[src/hdl/bsr_diagonal_scale_axpby_defines.svh]
// Assertion macros shared by the diagonal-scale axpby RTL.
`ifndef BSR_DIAGONAL_SCALE_AXPBY_DEFINES_SVH
`define BSR_DIAGONAL_SCALE_AXPBY_DEFINES_SVH

`ifndef ASSERT_OFF
// Same-cycle implication, disabled while reset is high.
`define ASSERT_IMPLIES(label, clk, rst, ante, cons, msg) \
  label: assert property (@(posedge clk) disable iff (rst) (ante) |-> (cons)) else $error(msg);
// Next-cycle implication, disabled while reset is high.
`define ASSERT_NEXT(label, clk, rst, ante, cons, msg) \
  label: assert property (@(posedge clk) disable iff (rst) (ante) |=> (cons)) else $error(msg);
`else
`define ASSERT_IMPLIES(label, clk, rst, ante, cons, msg)
`define ASSERT_NEXT(label, clk, rst, ante, cons, msg)
`endif

`endif

[src/hdl/bdsa_pkg.sv]
// Shared constants, types and saturation helper for the diagonal-scale axpby block.
package bdsa_pkg;

  localparam int MAX_ROWS  = 1024;
  localparam int MAX_BLOCK = 16;
  localparam int ROW_W     = $clog2(MAX_ROWS);
  localparam int BS_W      = $clog2(MAX_BLOCK + 1);

  localparam logic [1:0] OP_LOAD    = 2'd0;
  localparam logic [1:0] OP_COMPUTE = 2'd1;
  localparam logic [1:0] OP_CLEAR   = 2'd2;

  localparam logic [1:0] REG_ALPHA      = 2'd0;
  localparam logic [1:0] REG_BETA       = 2'd1;
  localparam logic [1:0] REG_BLK_DIM    = 2'd2;
  localparam logic [1:0] REG_BLOCK_ROWS = 2'd3;

  localparam logic signed [31:0] Q_MAX = 32'sh7FFF_FFFF;
  localparam logic signed [31:0] Q_MIN = 32'sh8000_0000;

  typedef struct packed {
    logic signed [31:0] val;
    logic               ovf;
  } qsat_t;

  // Clips a wide signed value to the 32-bit signed range and flags clipping.
  function automatic qsat_t sat_q32(input logic signed [63:0] v);
    qsat_t r;
    if (v[63:31] == '0 || v[63:31] == '1) begin
      r.val = v[31:0];
      r.ovf = 1'b0;
    end else begin
      r.val = v[63] ? Q_MIN : Q_MAX;
      r.ovf = 1'b1;
    end
    return r;
  endfunction

endpackage

[src/hdl/bdsa_qmul.sv]
// Two-stage Q16.16 multiplier: exact product, then floor shift and saturation.
module bdsa_qmul
  import bdsa_pkg::*;
(
  input  logic               clk,
  input  logic signed [31:0] a,
  input  logic signed [31:0] b,
  output logic signed [31:0] q,
  output logic               q_ovf
);

  logic signed [63:0] prod;
  logic signed [63:0] shifted;
  qsat_t              clipped;

  // An arithmetic shift drops the low bits, which rounds towards minus infinity.
  assign shifted = prod >>> 16;
  assign clipped = sat_q32(shifted);

  always_ff @(posedge clk) begin
    prod  <= a * b;
    q     <= clipped.val;
    q_ovf <= clipped.ovf;
  end

endmodule

[config.mk]
export PLATFORM = sky130hd
export DESIGN_NAME = bdsa_qmul
export DESIGN_NICKNAME = d
export VERILOG_FILES = /design/src/hdl/bsr_diagonal_scale_axpby_defines.svh /design/src/hdl/bdsa_pkg.sv /design/src/hdl/bdsa_qmul.sv
export SDC_FILE = /design/constraint.sdc
export NUM_CORES = 2
export LEC_CHECK = 0
export BUFFER_PORTS_ARGS = -buffer_cell sky130_fd_sc_hd__buf_2
export CORE_ASPECT_RATIO = 1.25
export CORE_MARGIN = 2
export CORE_UTILIZATION = 45
export DETAILED_ROUTE_END_ITERATION = 10
export GPL_TIMING_DRIVEN = 0
export MAX_ROUTING_LAYER = met4
export PLACE_DENSITY = 0.71
export SLEW_MARGIN = 20
export SYNTH_ARGS = -nofsm -noshare
export SYNTH_HDL_FRONTEND = slang
export SYNTH_SLANG_ARGS = --single-unit
[constraint.sdc]
create_clock -name clk -period 10.7 [get_ports clk]
set_input_delay 1.605 -clock clk [delete_from_list [all_inputs] [get_ports clk]]
set_output_delay 1.605 -clock clk [all_outputs]
set_load 0.01 [all_outputs]
==> flow_metrics.env <==
export IMPL_start_kind="input pin"
export IMPL_highest_layer="met4"
export IMPL_routed_wl_um=137000
export IMPL_maxCapViolCount=0
export IMPL_syn_inst=3933
export IMPL_clock_latency_ns=0.34
export IMPL_met2_length_um=64600
export IMPL_die_width_um=263
export IMPL_grt_pass1_vias=32000
export IMPL_cts_hold_buf=0
export IMPL_core_region_area_um2=83000
export IMPL_setup_viol=0
export IMPL_r2r_start="prod[61]"
export IMPL_met1_length_um=46100
export IMPL_ios=98
export IMPL_r2r_slack_ns=8.79
export IMPL_setup_worst_path_class="input pin to flop"
export IMPL_grt_pass1_wl_um=203000
export IMPL_crit_path_end_kind="flop"
export IMPL_period_share=0.995
export IMPL_finalNonFillerCells=5142
export IMPL_htreeDepth=3
export IMPL_vias_per_cell=5.52
export IMPL_holdPathEnd="q[5]"
export IMPL_netlist_area_um2=37700
export IMPL_cts_root_buf="clkbuf_16"
export IMPL_start_util=0.454
export IMPL_wl_met3_um=10700
export IMPL_portBuffers=97
export IMPL_num_vias=28400
export IMPL_nets=5366
export IMPL_slew_violations=0
export IMPL_synth_seq_area_share=0.0430
export IMPL_area_growth_pct=5.78
export IMPL_fmax_mhz=94.0
export IMPL_relSlewSlack=0.116
export IMPL_postCtsSetupBuffers=0
export IMPL_place_inst=5111
export IMPL_yosys_warnings=0
export IMPL_worstMarginPinSlew_ns=1.33
export IMPL_hold_start="prod[21]"
export IMPL_drt_iter0_markers=2225
export IMPL_rsz0062_at_grt="no"
export IMPL_synth_ff_type="dfxtp_1"
export IMPL_track_usage=0.342
export IMPL_fin_crit_ns=10.64
export IMPL_synth_fp_nets=5259
export IMPL_ant_nets=0
export IMPL_async_flop_share=0
export IMPL_synth_edf_count=0
export IMPL_globalRoute_totalOverflow=0
export IMPL_layout_drive_gt1_share=0.0358
export IMPL_cts_tree="yes"
export IMPL_required_ns=10.94
export IMPL_synth_cell_type_count=67
export IMPL_die_y_um=328
export IMPL_hold_viol=0
export IMPL_clockBufferDepth=2
export IMPL_antenna_found_initial=18
export IMPL_clock_skew_ns=0.00634
export IMPL_cts_made_buffers=9
export IMPL_die_area_um2=86100
export IMPL_holdPathStages=1
export IMPL_gp_congestion=1.04
export IMPL_placementRows=118
export IMPL_r2r_end="q[6]"
export IMPL_avgRoutedWirePerCell_um=26.7
export IMPL_grt_max_degree=20
export IMPL_firstDrtPassIters=7
export IMPL_cp_arrival_ns=10.88
export IMPL_synth_seq_cells=81
export IMPL_hold_class="flop to flop"
export IMPL_outcome="completed"
export IMPL_clock_sinks=81
export IMPL_reg2regPathDepth=5
export IMPL_path_max_fanout=10
export IMPL_nFillCells=7971
export IMPL_syn_avg_cell_area_um2=9.59
export IMPL_clk_pin_slew_worst_paths_ns=0.06
export IMPL_hpwl_um=115000
export IMPL_drc=0
final cells by class:
cell class,count,area (um^2),area share
sequential,81,1620,0.0407
clock inverter,6,50.0,0.00125
tap,1080,1350,0.0339
timing repair buffer,98,490,0.0123
inverter,959,3600,0.0903
buffer,212,848,0.0213
multi-input combinational,2679,31600,0.793
clock buffer,10,239,0.00599
antenna,17,42.5,0.00107
cell usage after synthesis (all sizes together), types with 2 or more instances:
| cell type | instances | area [um^2] |
|---|---|---|
| fa | 1081 | 21600 |
| inv | 958 | 3600 |
| nand2 | 515 | 1940 |
| and2 | 511 | 3200 |
| clkbuf | 204 | 778 |
| ha | 180 | 2250 |
| dfxtp | 81 | 1620 |
| a21o | 65 | 490 |
| a21oi | 52 | 268 |
| nor2 | 50 | 188 |
| xnor2 | 39 | 342 |
| o21ai | 27 | 135 |
| xor2 | 23 | 201 |
| nand4 | 17 | 106 |
| nand2b | 12 | 75.1 |
| nand3 | 11 | 60.1 |
| buf | 10 | 76.3 |
| nor2b | 8 | 50.1 |
| a31oi | 7 | 43.8 |
| and3 | 7 | 43.8 |
| o21a | 7 | 53.8 |
| nor3 | 6 | 30.0 |
| o21bai | 6 | 45.0 |
| a221oi | 5 | 43.8 |
| o31ai | 5 | 42.5 |
| a211oi | 4 | 35.0 |
| nor4 | 4 | 25.0 |
| o2111ai | 3 | 26.3 |
| o41ai | 3 | 26.3 |
| or3 | 3 | 18.8 |
| a211o | 2 | 17.5 |
| a311oi | 2 | 17.5 |
| a31o | 2 | 17.5 |
| o21ba | 2 | 20.0 |
| o22ai | 2 | 12.5 |
| o311ai | 2 | 25.0 |
| or2 | 2 | 12.5 |
| or4 | 2 | 18.8 |
through the flow:
step	setup WS [ns]	area (um^2)	util	hold slack (ns)	TNS, ns
6_report	0.0583	39900	0.481	0.424	0
5_1_grt	0.00892	39900	0.480	0.438	0
4_1_cts	0.0142	39800	0.480	0.428	0
3_5_place_dp	-0.350	39500	0.477	0.410	-1.54
3_3_place_gp	-0.309	39500	0.476	0.413	-1.14
2_1_floorplan	1.89	37700	-	0.403	0
sequential cells by signal (all words and copies together), names as in the netlist:
register / count
q: 32
q_ovf: 1
prod: 48
cells in the final DEF (no fill, tap or decap), drive strengths merged, types with 52 or more instances in the layout:
| cell type | instances |
|---|---|
| fa | 1081 |
| inv | 960 |
| nand2 | 515 |
| and2 | 511 |
| clkbuf | 212 |
| ha | 180 |
| buf | 108 |
| dfxtp | 81 |
| a21o | 65 |
| a21oi | 52 |
what timing repair did:
action	CTS	global route
hold endpoints to repair	0	0
setup endpoints to repair	0	8
gates resized for setup	0	1
how the worst max path moves through the flow:
stage                     to  start  slack (ns)
floorplan           prod[60]  a[31]        1.89
global placement    prod[63]   b[5]       -0.31
detailed placement  prod[60]   b[5]       -0.35
CTS                 prod[60]   b[5]        0.01
global route        prod[63]   b[8]       0.009
finish              prod[63]  b[31]        0.06
kinds of logic after synthesis:
| group | Yosys count | synth area share |
|---|---|---|
| buffers and inverters | 1173 | 0.118 |
| adders and majority gates | 1261 | 0.634 |
| xor gates and xnor gates | 62 | 0.0144 |
| DFF | 81 | 0.0430 |
| and+or+nand+nor | 1151 | 0.154 |
| AOI/OAI and AO/OA | 205 | 0.0371 |
worst max-delay path, stage by stage:
cell and delay [ns]:
buf_2 0.31, clkinv_1 0.54, clkbuf_1 0.52, nor2_1 0.28, fa_1 0.46, fa_1 0.47
fa_1 0.55, fa_1 0.51, fa_1 0.65, fa_1 0.47, fa_1 0.55, inv_1 0.06
fa_1 0.47, inv_1 0.04, ha_1 0.26, clkbuf_1 0.26, nand2_1 0.12, nor3_1 0.60
nand3_1 0.13, o32ai_1 0.70, nor3_1 0.29, o21ai_1 0.42, a31oi_1 0.19, o21bai_1 0.19
xnor2_1 0.19
routing by layer:
| layer | up-vias | track usage |
|---|---|---|
| met1 | 14800 | 0.369 |
| met2 | 1539 | 0.552 |
| met3 | 586 | 0.0535 |
| li1 | 11500 | - |
| met5 | - | - |
| met4 | 0 | 0.301 |
Power is left out: the tool's default activity adds up to more than one toggle a clock period on the data nets, which glitch-free logic cannot reach.
